<file path="config.mk">
export PLATFORM = sky130hd
export DESIGN_NAME = frame_ring_queue_keep_last
export DESIGN_NICKNAME = d
export VERILOG_FILES = /design/src/rtl/frqkl_pkg.sv /design/src/rtl/frame_ring_queue_keep_last.sv
export SDC_FILE = /design/constraint.sdc
export NUM_CORES = 1
export LEC_CHECK = 0
export ABC_CLOCK_PERIOD_IN_PS = 7920
export BUFFER_PORTS_ARGS = -buffer_cell sky130_fd_sc_hd__buf_2
export CAP_MARGIN = 10
export CORE_ASPECT_RATIO = 1.5
export CORE_UTILIZATION = 61
export CTS_CLUSTER_SIZE = 25
export DETAILED_ROUTE_END_ITERATION = 6
export GPL_TIMING_DRIVEN = 0
export PLACE_DENSITY_LB_ADDON = 0.12
export SYNTH_ARGS = -nofsm -noshare
export SYNTH_HDL_FRONTEND = slang
export SYNTH_SLANG_ARGS = --single-unit
</file>
<file path="constraint.sdc">
create_clock -name clk -period 7.92 [get_ports clk]
set_input_delay 0.396 -clock clk [delete_from_list [all_inputs] [get_ports clk]]
set_output_delay 0.396 -clock clk [all_outputs]
set_load 0.02 [all_outputs]
</file>
<file path="src/rtl/frqkl_pkg.sv">
// Shared types and constants for the frame ring queue with keep-last.
`timescale 1ns / 1ps

package frqkl_pkg;

    // Count, size and slot arithmetic width (active size never exceeds 31).
    localparam int CNT_W  = 5;
    localparam int DUR_W  = 16;
    localparam int SUM_W  = 20;
    localparam int SLOT_W = 4;
    localparam int CFG_IDX_W  = 2;
    localparam int CFG_DATA_W = 5;

    localparam logic [SUM_W-1:0] SUM_MAX = '1;

    // Command codes.
    typedef enum logic [1:0] {
        CMD_PUSH  = 2'd0,
        CMD_NEXT  = 2'd1,
        CMD_QUERY = 2'd2
    } cmd_t;

    // Configuration register indices.
    localparam logic [CFG_IDX_W-1:0] CFG_MAX_ENTRIES = 2'd0;
    localparam logic [CFG_IDX_W-1:0] CFG_HOLD_SHOWN  = 2'd1;

endpackage

</file>
<file path="src/rtl/frame_ring_queue_keep_last.sv">
// Frame ring queue with keep-last: slot index and duration bookkeeping.
`timescale 1ns / 1ps

// Channel   | handshake              | payload
// ----------+------------------------+-------------------------------------------
// input     | in_valid / in_ready    | command, frame_dur, abort_request
// result    | out_valid / out_ready  | accepted, write_slot, show_slot, last_slot,
//           |                        | next_slot, remaining, total_duration,
//           |                        | full_res, empty_res, aborted
// config    | cfg_valid / cfg_ready  | cfg_index, cfg_data (0 max_entries, 1 hold shown)
//
// An item passes an input register and a result register, and a new item can transfer
// every cycle while results drain and no pointer reduction is under way.
// The limit is the state update loop: pointers, count and total feed back combinationally.
// Reset clears pointers, count, shown flag and total; slot durations are unset.
// After a max_entries write the pointers are reduced one subtraction a cycle once the
// next item sits in the input register, with in_ready low until they are in range.
// A stalled result holds the input register.
module frame_ring_queue_keep_last
    import frqkl_pkg::*;
#(
    parameter int QUEUE_DEPTH = 16
)
(
    input  logic                  clk,
    input  logic                  rst_n,

    input  logic                  in_valid,
    output logic                  in_ready,
    input  logic [1:0]            command,
    input  logic [DUR_W-1:0]      frame_dur,
    input  logic                  abort_request,

    output logic                  out_valid,
    input  logic                  out_ready,
    output logic                  accepted,
    output logic [SLOT_W-1:0]     write_slot,
    output logic [SLOT_W-1:0]     show_slot,
    output logic [SLOT_W-1:0]     last_slot,
    output logic [SLOT_W-1:0]     next_slot,
    output logic [CNT_W-1:0]      remaining,
    output logic [SUM_W-1:0]      total_duration,
    output logic                  full_res,
    output logic                  empty_res,
    output logic                  aborted,

    input  logic                  cfg_valid,
    output logic                  cfg_ready,
    input  logic [CFG_IDX_W-1:0]  cfg_index,
    input  logic [CFG_DATA_W-1:0] cfg_data
);

    // max_entries is 5 bits, so no more than 31 slots are ever in use.
    localparam int SIZE_MAX   = (QUEUE_DEPTH < 31) ? QUEUE_DEPTH : 31;
    localparam int IDX_W      = $clog2(SIZE_MAX);
    localparam int RESET_SIZE = (SIZE_MAX < 16) ? SIZE_MAX : 16;

    // ---------------------------------------------------------------
    // Configuration: active size kept already clamped to 1..SIZE_MAX
    // ---------------------------------------------------------------
    logic [CNT_W-1:0] size_reg;
    logic             hold_shown_reg;
    logic             cfg_xfer;
    logic [CNT_W-1:0] cfg_size;

    assign cfg_ready = 1'b1;
    assign cfg_xfer  = cfg_valid && cfg_ready;

    always_comb
    begin
        cfg_size = cfg_data;
        if (cfg_data == '0)
        begin
            cfg_size = CNT_W'(1);
        end
        else if (cfg_data > CNT_W'(SIZE_MAX))
        begin
            cfg_size = CNT_W'(SIZE_MAX);
        end
    end

    always_ff @(posedge clk or negedge rst_n)
    begin
        if (!rst_n)
        begin
            size_reg       <= CNT_W'(RESET_SIZE);
            hold_shown_reg <= 1'b0;
        end
        else if (cfg_xfer)
        begin
            if (cfg_index == CFG_MAX_ENTRIES)
            begin
                size_reg <= cfg_size;
            end
            else if (cfg_index == CFG_HOLD_SHOWN)
            begin
                hold_shown_reg <= cfg_data[0];
            end
        end
    end

    // ---------------------------------------------------------------
    // Input register
    // ---------------------------------------------------------------
    logic             in_vld_reg;
    cmd_t             cmd_reg;
    logic [DUR_W-1:0] dur_reg;
    logic             abort_reg;
    logic             in_xfer;
    logic             proc;
    logic             out_free;
    logic             reducing;

    assign out_free = !out_valid || out_ready;
    assign proc     = in_vld_reg && out_free && !reducing;
    assign in_ready = (!in_vld_reg || proc) && !reducing;
    assign in_xfer  = in_valid && in_ready;

    always_ff @(posedge clk or negedge rst_n)
    begin
        if (!rst_n)
        begin
            in_vld_reg <= 1'b0;
        end
        else if (in_xfer)
        begin
            in_vld_reg <= 1'b1;
        end
        else if (proc)
        begin
            in_vld_reg <= 1'b0;
        end
    end

    always_ff @(posedge clk)
    begin
        if (in_xfer)
        begin
            cmd_reg   <= cmd_t'(command);
            dur_reg   <= frame_dur;
            abort_reg <= abort_request;
        end
    end

    // ---------------------------------------------------------------
    // Queue state
    // ---------------------------------------------------------------
    logic [IDX_W-1:0] w_reg, w_next;
    logic [IDX_W-1:0] r_reg, r_next;
    logic [CNT_W-1:0] count_reg, count_next;
    logic             shown_reg, shown_next;
    logic [SUM_W-1:0] sum_reg, sum_next;

    // Duration memory, read ahead through a register at the next read pointer.
    logic [DUR_W-1:0] dur_mem [SIZE_MAX];
    logic [DUR_W-1:0] rd_data_reg;
    logic             byp_reg;
    logic [DUR_W-1:0] byp_data_reg;
    logic [DUR_W-1:0] head_dur;
    logic             push_do;

    assign head_dur = byp_reg ? byp_data_reg : rd_data_reg;

    logic [CNT_W-1:0] w5, r5, rem, rem_next, w_inc, r_inc;
    logic [CNT_W-1:0] show5, next5, show_inc;
    logic [SUM_W:0]   sum_add;
    logic             acc;

    assign w5 = CNT_W'(w_reg);
    assign r5 = CNT_W'(r_reg);
    // Pointers left beyond a shrunk ring are brought back into range once an item waits,
    // so a later resize before any item still works from the untouched pointers.
    assign reducing = in_vld_reg && ((w5 >= size_reg) || (r5 >= size_reg));

    always_comb
    begin
        w_next     = w_reg;
        r_next     = r_reg;
        count_next = count_reg;
        shown_next = shown_reg;
        sum_next   = sum_reg;
        push_do    = 1'b0;
        acc        = 1'b0;

        rem   = (count_reg > CNT_W'(shown_reg)) ? count_reg - CNT_W'(shown_reg) : '0;
        w_inc = ((w5 + 1'b1) == size_reg) ? '0 : w5 + 1'b1;
        r_inc = ((r5 + 1'b1) == size_reg) ? '0 : r5 + 1'b1;
        sum_add = {1'b0, sum_reg} + (SUM_W + 1)'(dur_reg);

        if (reducing)
        begin
            if (w5 >= size_reg)
            begin
                w_next = IDX_W'(w5 - size_reg);
            end
            if (r5 >= size_reg)
            begin
                r_next = IDX_W'(r5 - size_reg);
            end
        end
        else if (proc)
        begin
            case (cmd_reg)
                CMD_PUSH:
                begin
                    if ((count_reg < size_reg) && !abort_reg)
                    begin
                        push_do    = 1'b1;
                        w_next     = IDX_W'(w_inc);
                        count_next = count_reg + 1'b1;
                        sum_next   = sum_add[SUM_W] ? SUM_MAX : sum_add[SUM_W-1:0];
                        acc        = 1'b1;
                    end
                end
                CMD_NEXT:
                begin
                    if (rem != '0)
                    begin
                        if (hold_shown_reg && !shown_reg)
                        begin
                            shown_next = 1'b1;
                        end
                        else
                        begin
                            r_next     = IDX_W'(r_inc);
                            count_next = count_reg - 1'b1;
                            sum_next   = (sum_reg > SUM_W'(head_dur))
                                       ? sum_reg - SUM_W'(head_dur) : '0;
                        end
                        acc = 1'b1;
                    end
                end
                CMD_QUERY:
                begin
                    acc = 1'b1;
                end
                default:
                begin
                    acc = 1'b0;
                end
            endcase
        end
    end

    // Result view of the updated state.
    always_comb
    begin
        rem_next = (count_next > CNT_W'(shown_next)) ? count_next - CNT_W'(shown_next) : '0;
        show5    = CNT_W'(r_next) + CNT_W'(shown_next);
        if (show5 >= size_reg)
        begin
            show5 = show5 - size_reg;
        end
        show_inc = show5 + 1'b1;
        next5    = (show_inc >= size_reg) ? show_inc - size_reg : show_inc;
    end

    always_ff @(posedge clk or negedge rst_n)
    begin
        if (!rst_n)
        begin
            w_reg     <= '0;
            r_reg     <= '0;
            count_reg <= '0;
            shown_reg <= 1'b0;
            sum_reg   <= '0;
        end
        else
        begin
            w_reg     <= w_next;
            r_reg     <= r_next;
            count_reg <= count_next;
            shown_reg <= shown_next;
            sum_reg   <= sum_next;
        end
    end

    always_ff @(posedge clk)
    begin
        if (push_do)
        begin
            dur_mem[w_reg] <= dur_reg;
        end
        rd_data_reg  <= dur_mem[r_next];
        byp_reg      <= push_do && (w_reg == r_next);
        byp_data_reg <= dur_reg;
    end

    // ---------------------------------------------------------------
    // Result register
    // ---------------------------------------------------------------
    logic out_valid_reg;

    always_ff @(posedge clk or negedge rst_n)
    begin
        if (!rst_n)
        begin
            out_valid_reg <= 1'b0;
        end
        else if (proc)
        begin
            out_valid_reg <= 1'b1;
        end
        else if (out_ready)
        begin
            out_valid_reg <= 1'b0;
        end
    end

    logic [CNT_W-1:0] wn5;
    logic [CNT_W-1:0] rn5;

    assign wn5 = CNT_W'(w_next);
    assign rn5 = CNT_W'(r_next);

    logic              acc_reg;
    logic [SLOT_W-1:0] wslot_reg, sslot_reg, lslot_reg, nslot_reg;
    logic [CNT_W-1:0]  rem_reg;
    logic [SUM_W-1:0]  total_reg;
    logic              full_reg, empty_reg, aborted_reg;

    always_ff @(posedge clk)
    begin
        if (proc)
        begin
            acc_reg     <= acc;
            wslot_reg   <= wn5[SLOT_W-1:0];
            sslot_reg   <= show5[SLOT_W-1:0];
            lslot_reg   <= rn5[SLOT_W-1:0];
            nslot_reg   <= next5[SLOT_W-1:0];
            rem_reg     <= rem_next;
            total_reg   <= sum_next;
            full_reg    <= (count_next >= size_reg);
            empty_reg   <= (rem_next == '0);
            aborted_reg <= abort_reg;
        end
    end

    assign out_valid      = out_valid_reg;
    assign accepted       = acc_reg;
    assign write_slot     = wslot_reg;
    assign show_slot      = sslot_reg;
    assign last_slot      = lslot_reg;
    assign next_slot      = nslot_reg;
    assign remaining      = rem_reg;
    assign total_duration = total_reg;
    assign full_res       = full_reg;
    assign empty_res      = empty_reg;
    assign aborted        = aborted_reg;

endmodule

</file>
==> impl_metrics.json, run 1 <==
{
  "drt.antenna.violating_nets": 0,
  "layout.cells.most_common_list": "320 x sky130_fd_sc_hd__edfxtp_1, 261 x sky130_fd_sc_hd__mux2i_1, 102 x sky130_fd_sc_hd__buf_2, 73 x sky130_fd_sc_hd__ha_1, 61 x sky130_fd_sc_hd__nand2_1",
  "antenna-diode-count": 0,
  "outcome": "complete, no violations",
  "per_cell_routed_wire_length_um": 22.1,
  "gr-usage-all-layers_pct": 28.2,
  "yosys-top-cells-area": "sky130_fd_sc_hd__edfxtp_1 51%, sky130_fd_sc_hd__mux2i_1 14%, sky130_fd_sc_hd__dfrtp_1 5.5%",
  "layout-drive-gt1-share_pct": 14.7,
  "ir_drop_worst_vdd_mv": 0.263,
  "ys_async_sr_fraction_pct": 10.6,
  "clock.fmax_ghz": 0.133,
  "fp-row-count": 78,
  "worst_r2r_path_depth": 30,
  "number_of_h_tree_branching_levels": 2,
  "mapped_cells": 1364,
  "post_drt_via_cell_ratio": 6.06,
  "fill_cells": 2059,
  "worst_setup_path_start_kind": "register",
  "p_per_area_mw_per_mm2": 466,
  "commonest_non_fill_non_tap_cell_in_the_layout": "sky130_fd_sc_hd__edfxtp_1",
  "timing.hold.worst_path_depth": 1,
  "timing.critical_path.fanout_max": 13,
  "detailedRoute.firstIterationViolations": 783,
  "ioPinCount": 79,
  "swShare_pct": 40.6,
  "floorplan.die_area_sq_mm": 0.0313,
  "sequential_group_share_of_total_power_pct": 30.7,
  "yosys_warnings": 0,
  "initial_core_util_pct": 61.9,
  "setup_violations": 0,
  "hold_path.class": "in -> reg",
  "root_buffer": "sky130_fd_sc_hd__clkbuf_16",
  "ys.flop_type": "sky130_fd_sc_hd__edfxtp_1",
  "ys_types": 75,
  "grt_first_pass_wirelength_um": 64600,
  "max_slew.worst_pin.slew_ps": 1070,
  "synth.avg_cell_area_sq_um": 13.7,
  "wirelength_um": 42500,
  "drcViolationCount": 0,
  "chipHeight_um": 216,
  "critPathMostFrequentCell": "sky130_fd_sc_hd__ha_1",
  "finalNetCount": 1604,
  "instances_no_fill": 1922,
  "comb_power_share_pct": 51.2,
  "hold-worst-slack_ps": 29.9,
  "worst-endpoint-arrival_ps": 7780,
  "antenna_found_initial": 0,
  "globalRouteOverflowTotal": 0,
  "power.net_switching_mw": 3.97,
  "layout.area.seq_sq_mm": 0.0113,
  "multiInputGateArea_sq_mm": 0.00701,
  "rsz_0062_raised_after_global_routing": "false",
  "worst_endpoint_required_time_ps": 8200,
  "worst_setup_hold_path_clk_slew_ps": 70,
  "ys_ff_latch": 395,
  "maxSlewHeadroom_pct": 28.8,
  "slowest_delay_ps": 520,
  "report.final.slew_viol_count": 0,
  "detailed_place.area_sq_mm": 0.0197,
  "p_clk_share_pct": 18.0,
  "power.total_mw": 9.79,
  "detail_route.first_pass.iterations": 4,
  "max-cap-violations": 0,
  "die_width_um": 145,
  "crit_slowest_cell": "sky130_fd_sc_hd__dfrtp_1",
  "gpl.final_weighted_congestion": 0.927,
  "setup.worst_path.class": "reg -> reg",
  "floorplan.core_area_sq_mm": 0.0302,
  "largest_reg_flops": 256,
  "top_area_cell_type_share_of_the_netlist_area_pct": 51.5,
  "number_of_buffers_inserted_by_hold_repair_at_cts": 0,
  "cts_sinks": 395,
  "via_total_after_detailed_routing": 11643,
  "clock-skew-final_ps": 20.6,
  "worstSkewPairLatency_ps": 540,
  "dp_hpwl_um": 29800,
  "finalCriticalPeriod_ps": 7500,
  "first_global_vias": 11586,
  "finalHoldViolCount": 0,
  "area_growth_pct": 12.6,
  "clock_tree_from_tritoncts": "built",
  "synth_enable_flop_cells": 320,
  "finish.instance_area_sq_mm": 0.0210,
  "synth.largest_area_cell": "sky130_fd_sc_hd__edfxtp_1",
  "synth_sequential_area_ratio_pct": 60.7,
  "grt_max_degree": 43,
  "leakage_nw": 8.15,
  "layout_worst_path_cycle_share_pct": 94.7,
  "mappedNetlistNets": 1474,
  "cts_made_buffers": 37,
  "critical_path.endpoint_type": "register",
  "max-clock-path-buffers": 3,
  "place.port_buffers": 77,
  "post_synth_instance_area_sq_mm": 0.0187,
  "power_report.internal_total_mw": 5.82,
  "post-place-cells": 1850
}
[worst max-delay path, delay by kind of cell, from the launching register on]
| family | cells | cell delay, ps |
|---|---|---|
| and+or+nand+nor | 6 | 1200 |
| buffers and inverters | 6 | 1280 |
| DFF | 1 | 520 |
| AOI/OAI and AO/OA | 10 | 1820 |
| xor gates and xnor gates | 1 | 220 |
| muxes | 2 | 730 |
| adders and majority gates | 5 | 1460 |
[metrics by stage]
stage | TNS [ps] | setup slack [ps] | utilization, %
2_1_floorplan | 0 | 1130 | -
3_5_place_dp | -1710 | -490 | 65.4
5_1_grt | 0 | 5.75 | 69.7
6_report | 0 | 418 | 69.7
4_1_cts | 0 | 103 | 69.5
3_3_place_gp | -1090 | -339 | 64.8
[final timing paths]
path / from / endpoint / slack [ps]
max in group asynchronous: rst_n / size_reg[1] / 7170
min: command[1] / cmd_reg[1] / 30
max reg2reg: size_reg[2] / next_slot[3] / 420
min in group asynchronous: rst_n / size_reg[3] / 40
max: size_reg[2] / next_slot[3] / 420
min reg2reg: abort_reg / aborted / 470
[power groups by stage]
stage	clock (mW)	sequential, mW	combinational (mW)
3_5_place_dp	0	3.04	4.92
3_3_place_gp	0	3.04	4.78
4_1_cts	1.78	3.00	4.97
6_report	1.77	3.01	5.02
2_1_floorplan	0	3.09	3.54
5_1_grt	1.86	3.05	5.44
[Yosys cell counts, types with 3 or more instances]
cell type	instances
sky130_fd_sc_hd__buf_2	27
sky130_fd_sc_hd__mux2_2	7
sky130_fd_sc_hd__o21a_1	12
sky130_fd_sc_hd__nand3_1	21
sky130_fd_sc_hd__nor3b_1	5
sky130_fd_sc_hd__xor2_1	24
sky130_fd_sc_hd__o211ai_1	9
sky130_fd_sc_hd__a31oi_1	7
sky130_fd_sc_hd__o21ai_0	50
sky130_fd_sc_hd__mux2i_1	262
sky130_fd_sc_hd__dfrtp_1	41
sky130_fd_sc_hd__dfxtp_1	33
sky130_fd_sc_hd__o21ai_1	12
sky130_fd_sc_hd__or2_2	4
sky130_fd_sc_hd__a221oi_1	7
sky130_fd_sc_hd__a211oi_1	11
sky130_fd_sc_hd__buf_4	3
sky130_fd_sc_hd__a22oi_1	11
sky130_fd_sc_hd__nand2_1	61
sky130_fd_sc_hd__clkbuf_1	15
sky130_fd_sc_hd__nand2b_1	21
sky130_fd_sc_hd__and2_1	3
sky130_fd_sc_hd__nor2_1	59
sky130_fd_sc_hd__o21bai_1	9
sky130_fd_sc_hd__a21boi_0	3
sky130_fd_sc_hd__nor2b_1	17
sky130_fd_sc_hd__nor4_1	7
sky130_fd_sc_hd__fa_1	6
sky130_fd_sc_hd__or3_1	4
sky130_fd_sc_hd__edfxtp_1	320
sky130_fd_sc_hd__a21o_1	21
sky130_fd_sc_hd__nor3_1	22
sky130_fd_sc_hd__nand4_1	8
sky130_fd_sc_hd__xnor2_1	28
sky130_fd_sc_hd__inv_1	42
sky130_fd_sc_hd__or4_1	3
sky130_fd_sc_hd__a21oi_1	45
sky130_fd_sc_hd__ha_1	73
sky130_fd_sc_hd__a311oi_1	4
sky130_fd_sc_hd__a2bb2oi_1	3
[cell families (layout without fill, tap and decap cells)]
logic type      count (synthesis)  in the layout  synth area share [%]
fa+ha+maj                      79             79                  5.54
simple gates                  249            249                  6.68
buf+inv                        92            250                  2.17
compound gates                225            225                  7.85
flops                         395            395                  60.7
mux                           270            270                  14.6
xor+xnor                       53             53                  2.53
other cells                     1              1                0.0201
[layer usage]
metal	routed length, um	share of wire (%)	global-route usage [%]	vias up
met5	0	0	0	-
met4	2390	5.6	15.5	0
met3	1870	4.4	3.45	111
met2	21600	51	49.3	366
met1	16600	39	33.3	5754
li1	-	-	-	5412
[layout make-up]
type,count,area share (%)
Buffer,48,1.17
Clock buffer,54,5.30
Clock inverter,13,0.447
Inverter,44,0.822
Multi-Input combinational cell,877,33.4
Sequential cell,395,53.9
Tap cell,400,2.38
Timing Repair Buffer,91,2.63
[repair_timing]
item,CTS,global route
resized for setup,6,4
setup endpoints to repair,4,4
pin swaps,0,1
setup buffers,2,3
(Power assumes the default switching activity.)
==> inputs of run 2 (changes only) <==
- GPL_ROUTABILITY_DRIVEN: not set -> 0
- REMOVE_ABC_BUFFERS: not set -> 1
==> run 2 against run 1 <==
The flow now finishes with violations (DRC); sequential power about the same; cell area grew 0.65%; critical path depth down 2; core utilization is 0.45 points higher; first-iteration DRC count is 14% higher; routed wire length fell by 0.52%; highest routed layer unchanged.
==> impl_metrics.json, run 2 (same netlist as run 1, synthesis figures left out) <==
{
  "per_cell_routed_wire_length_um": 22.3,
  "setup.worst_path.class": "reg -> reg",
  "post_drt_via_cell_ratio": 6.14,
  "floorplan.die_area_sq_mm": 0.0313,
  "leakage_nw": 8.14,
  "antenna_found_initial": 0,
  "layout_worst_path_cycle_share_pct": 93.7,
  "cts_sinks": 395,
  "hold_start": "frame_dur[14]",
  "finalCriticalPeriod_ps": 7420,
  "place.port_buffers": 77,
  "worst_setup_hold_path_clk_slew_ps": 60,
  "r2r_slack_ps": 500,
  "clock_tree_from_tritoncts": "built",
  "p_per_area_mw_per_mm2": 453,
  "max-cap-violations": 0,
  "crit-reg2reg-capture": "next_slot[2]",
  "critical_path.reg2reg.startpoint": "size_reg[1]",
  "fill_cells": 2083,
  "root_buffer": "sky130_fd_sc_hd__clkbuf_16",
  "worst_endpoint_required_time_ps": 8190,
  "max_slew.worst_pin.slew_ps": 1270,
  "floorplan.core_area_sq_mm": 0.0302,
  "worst_setup_path_start_kind": "register",
  "largest_reg_flops": 256,
  "critPathMostFrequentCell": "sky130_fd_sc_hd__ha_1",
  "critical_path.endpoint_type": "register",
  "chipHeight_um": 216,
  "dp_hpwl_um": 28900,
  "worstSkewPairLatency_ps": 530,
  "detailedRoute.firstIterationViolations": 892,
  "outcome": "finished with violations",
  "number_of_buffers_inserted_by_hold_repair_at_cts": 0,
  "drcViolationCount": 1,
  "hold-worst-slack_ps": 40.7,
  "grt_max_degree": 78,
  "ioPinCount": 79,
  "antenna-diode-count": 0,
  "cts_made_buffers": 36,
  "drt.antenna.violating_nets": 0,
  "via_total_after_detailed_routing": 11637,
  "hold_path.class": "in -> reg",
  "globalRouteOverflowTotal": 0,
  "clock.fmax_ghz": 0.135,
  "rsz_0062_raised_after_global_routing": "false",
  "layout-drive-gt1-share_pct": 14.3,
  "fp-row-count": 78,
  "commonest_non_fill_non_tap_cell_in_the_layout": "sky130_fd_sc_hd__edfxtp_1",
  "max-clock-path-buffers": 3,
  "clock-skew-final_ps": 13.6,
  "number_of_h_tree_branching_levels": 2,
  "instances_no_fill": 1894,
  "violations_in_the_final_reports": "DRC",
  "setup_violations": 0,
  "worst-endpoint-arrival_ps": 7690,
  "worst_r2r_path_depth": 28,
  "hold_path_end": "dur_reg[14]",
  "first_global_vias": 11614,
  "layout.cells.most_common_list": "320 x sky130_fd_sc_hd__edfxtp_1, 261 x sky130_fd_sc_hd__mux2i_1, 77 x sky130_fd_sc_hd__buf_2, 73 x sky130_fd_sc_hd__ha_1, 61 x sky130_fd_sc_hd__nand2_1",
  "wirelength_um": 42300,
  "finalHoldViolCount": 0,
  "utilization_pct": 70.1,
  "slowest_delay_ps": 620,
  "report.final.slew_viol_count": 0,
  "initial_core_util_pct": 61.9,
  "timing.critical_path.fanout_max": 19,
  "timing.hold.worst_path_depth": 1,
  "post-place-cells": 1821,
  "crit_slowest_cell": "sky130_fd_sc_hd__or4b_4",
  "detail_route.first_pass.iterations": 7,
  "crit_path_start": "size_reg[1]",
  "area_growth_pct": 13.3,
  "ir_drop_worst_vdd_mv": 0.642,
  "die_width_um": 145,
  "gr-usage-all-layers_pct": 28.1,
  "finalNetCount": 1578,
  "maxSlewHeadroom_pct": 15.1,
  "grt_first_pass_wirelength_um": 64100
}
[run 2: worst max path at each step]
stage,end,slack [ps],depth (start not counted)
2_1_floorplan,next_slot[1],-2160,23
3_5_place_dp,next_slot[2],-180,27
5_1_grt,next_slot[1],5,29
3_3_place_gp,next_slot[2],-5670,23
4_1_cts,next_slot[2],30,27
6_report,next_slot[2],500,28
[run 2: timing repair]
| item | in CTS | in global routing |
|---|---|---|
| cloned | 1 | 0 |
| endpoints found under the setup margin | 3 | 4 |
| gates resized for setup | 0 | 8 |
| setup buffers | 1 | 7 |
[run 2: critical path, delay by kind of cell, from the launching register on]
| kind | cells | cell delay [ps] |
|---|---|---|
| AO/OA/AOI/OAI | 10 | 1800 |
| adder cells (fa/ha/maj) | 5 | 1370 |
| AND/OR/NAND/NOR | 4 | 1240 |
| buffers and inverters | 5 | 860 |
| multiplexers | 2 | 760 |
| flip-flops | 1 | 600 |
| XOR/XNOR | 2 | 500 |
[run 2: metrics by stage]
stage / worst slack [ps] / setup TNS (ps) / cell area (sq um) / power (mW)
after detailed placement: -175 / -505 / 19900 / 7.87
after global routing: 4.69 / 0 / 21100 / 10.2
after global placement: -5670 / -77860 / 19300 / 7.91
after CTS: 26.5 / 0 / 21100 / 9.57
final: 502 / 0 / 21100 / 9.58
after floorplan: -2160 / -9600 / 18400 / 6.75
[run 2: metal layers]
metal  share of wire (%)  routed length (um)  GRT usage (%)  up-vias
met4                 5.9                2490           15.1        0
met2                  50               21200           47.8      368
li1                    -                   -              -     5369
met1                  39               16700           34.7     5769
met5                   0                   0              0        -
met3                 4.6                1940           3.58      131
[run 2: area by class of cell]
type                            count  area [sq um]  share of cell area, %
Sequential cell                   395         11300                   53.5
Tap cell                          400           500                   2.37
Inverter                           44           173                  0.817
Clock buffer                       55          1020                   4.84
Timing Repair Buffer              113           965                   4.56
Multi-Input combinational cell    878          7080                   33.5
Clock inverter                      9          76.3                  0.361
[run 2: where the power goes]
part | switching, mW | internal (mW) | total, mW
combinational | 2.76 | 2.15 | 4.91
clock | 0.715 | 0.926 | 1.64
sequential | 0.293 | 2.73 | 3.03
==> inputs of run 3 (changes only) <==
- HOLD_SLACK_MARGIN: not set -> 0.05
==> run 3 against run 2 <==
The flow still finishes with violations (DRC); critical path depth unchanged; die area unchanged; core utilization up 0.63 points; worst setup slack worse by 6.4 ps; maximum frequency about the same; non-clock buffer count up 19; sequential share of layout area down 0.48 points; global-route usage up 0.13 points; combinational power about the same; clock-buffer cell count unchanged; register-to-register slack about the same; via count up 0.21%; critical path type unchanged; highest routed layer unchanged.
==> impl_metrics.json, run 3 (same netlist as run 1, synthesis figures left out) <==
{
  "outcome": "finished with violations",
  "violations_in_the_final_reports": "DRC",
  "leakage_nw": 8.22,
  "hold_start": "in_valid",
  "finalHoldViolCount": 0,
  "worst-endpoint-arrival_ps": 7690,
  "area_growth_pct": 14.3,
  "worstSkewPairLatency_ps": 530,
  "crit_slowest_cell": "sky130_fd_sc_hd__or4b_4",
  "clock_tree_from_tritoncts": "built",
  "antenna-diode-count": 0,
  "wirelength_um": 42400,
  "finalCriticalPeriod_ps": 7420,
  "timing.critical_path.fanout_max": 19,
  "crit_path_start": "size_reg[1]",
  "antenna_found_initial": 0,
  "instances_no_fill": 1913,
  "setup_violations": 0,
  "finish.instance_area_sq_mm": 0.0213,
  "worst_setup_path_start_kind": "register",
  "commonest_non_fill_non_tap_cell_in_the_layout": "sky130_fd_sc_hd__edfxtp_1",
  "utilization_pct": 70.7,
  "layout-drive-gt1-share_pct": 14.1,
  "floorplan.core_area_sq_mm": 0.0302,
  "drt.antenna.violating_nets": 0,
  "per_cell_routed_wire_length_um": 22.2,
  "hold_path.class": "in -> reg",
  "ioPinCount": 79,
  "setup.worst_path.class": "reg -> reg",
  "report.final.slew_viol_count": 0,
  "place.port_buffers": 77,
  "drcViolationCount": 1,
  "die_width_um": 145,
  "largest_reg_flops": 256,
  "post_drt_via_cell_ratio": 6.10,
  "max_slew.worst_pin.slew_ps": 1270,
  "max-clock-path-buffers": 3,
  "finalNetCount": 1597,
  "grt_max_degree": 78,
  "clock-skew-final_ps": 15.5,
  "critPathMostFrequentCell": "sky130_fd_sc_hd__ha_1",
  "clock.fmax_ghz": 0.135,
  "p_per_area_mw_per_mm2": 449,
  "critical_path.reg2reg.startpoint": "size_reg[1]",
  "chipHeight_um": 216,
  "layout_worst_path_cycle_share_pct": 93.7,
  "via_total_after_detailed_routing": 11661,
  "cts_made_buffers": 36,
  "cts_sinks": 395,
  "critical_path.endpoint_type": "register",
  "root_buffer": "sky130_fd_sc_hd__clkbuf_16",
  "number_of_h_tree_branching_levels": 2,
  "power.total_mw": 9.58,
  "worst_setup_hold_path_clk_slew_ps": 70,
  "grt_first_pass_wirelength_um": 64400,
  "maxSlewHeadroom_pct": 15.6,
  "ir_drop_worst_vdd_mv": 0.642,
  "dp_hpwl_um": 28900,
  "detailedRoute.firstIterationViolations": 878,
  "rsz_0062_raised_after_global_routing": "false",
  "gr-usage-all-layers_pct": 28.2,
  "floorplan.die_area_sq_mm": 0.0313,
  "fp-row-count": 78,
  "slowest_delay_ps": 630,
  "max-cap-violations": 0,
  "fill_cells": 2061,
  "layout.cells.most_common_list": "320 x sky130_fd_sc_hd__edfxtp_1, 261 x sky130_fd_sc_hd__mux2i_1, 77 x sky130_fd_sc_hd__buf_2, 73 x sky130_fd_sc_hd__ha_1, 61 x sky130_fd_sc_hd__nand2_1",
  "initial_core_util_pct": 61.9,
  "globalRouteOverflowTotal": 0,
  "first_global_vias": 11708,
  "hold-worst-slack_ps": 60.6,
  "detail_route.first_pass.iterations": 7,
  "detailed_place.area_sq_mm": 0.0199,
  "worst_endpoint_required_time_ps": 8190,
  "post-place-cells": 1821
}
## run 3: power by group
part           switching, mW  total, mW  internal (mW)  leakage (nW)
clock                  0.713       1.64          0.926         0.529
combinational           2.77       4.92           2.15          3.99
sequential             0.292       3.02           2.73          3.70
## run 3: cell type report
cell class                 count  area, sq um  share of cell area [%]
sequential                   395        11300                    53.1
multi-input combinational    878         7080                    33.2
timing repair buffer         132         1150                    5.41
clock buffer                  55         1020                    4.80
tap                          400          500                    2.35
inverter                      44          173                   0.809
clock inverter                 9         76.3                   0.358
## run 3: worst max-delay path: cells and delay by family (launching register included)
kind,cells,cell delay [ps]
compound gates,10,1800
fa+ha+maj,5,1360
simple gates,4,1250
buf+inv,5,860
mux,2,750
flops,1,600
xor+xnor,2,510
## run 3: per-layer routing
metal / vias to the layer above / global-route usage, % / wire length (um)
met4: 0 / 15.0 / 2410
met1: 5758 / 34.9 / 16700
li1: 5400 / - / -
met5: - / 0 / 0
met3: 127 / 3.60 / 1920
met2: 376 / 48.0 / 21400
## run 3: path summary, 6_finish.rpt
path	end	depth (start not counted)	slack (ps)
max in group asynchronous	sum_reg[7]	1	7140
hold reg to reg	aborted	0	520
setup / recovery	next_slot[2]	28	500
hold / removal	in_vld_reg	2	60
min in group asynchronous	size_reg[1]	1	80
setup reg to reg	next_slot[2]	28	500
## run 3: repair_timing
| item | in CTS | in global routing |
|---|---|---|
| cloned | 1 | 0 |
| gates resized for setup | 0 | 8 |
| pin swaps | 0 | 0 |
| setup buffers | 1 | 7 |
| hold buffers | 19 | 0 |
| hold endpoints to repair | 19 | 0 |
| endpoints found under the setup margin | 3 | 4 |
## run 3: metrics by stage
stage / setup slack (ps) / TNS [ps]
floorplan: -2160 / -9600
global placement: -5670 / -77860
detailed placement: -175 / -505
CTS: 26.5 / 0
global route: 4.69 / 0
finish: 496 / 0
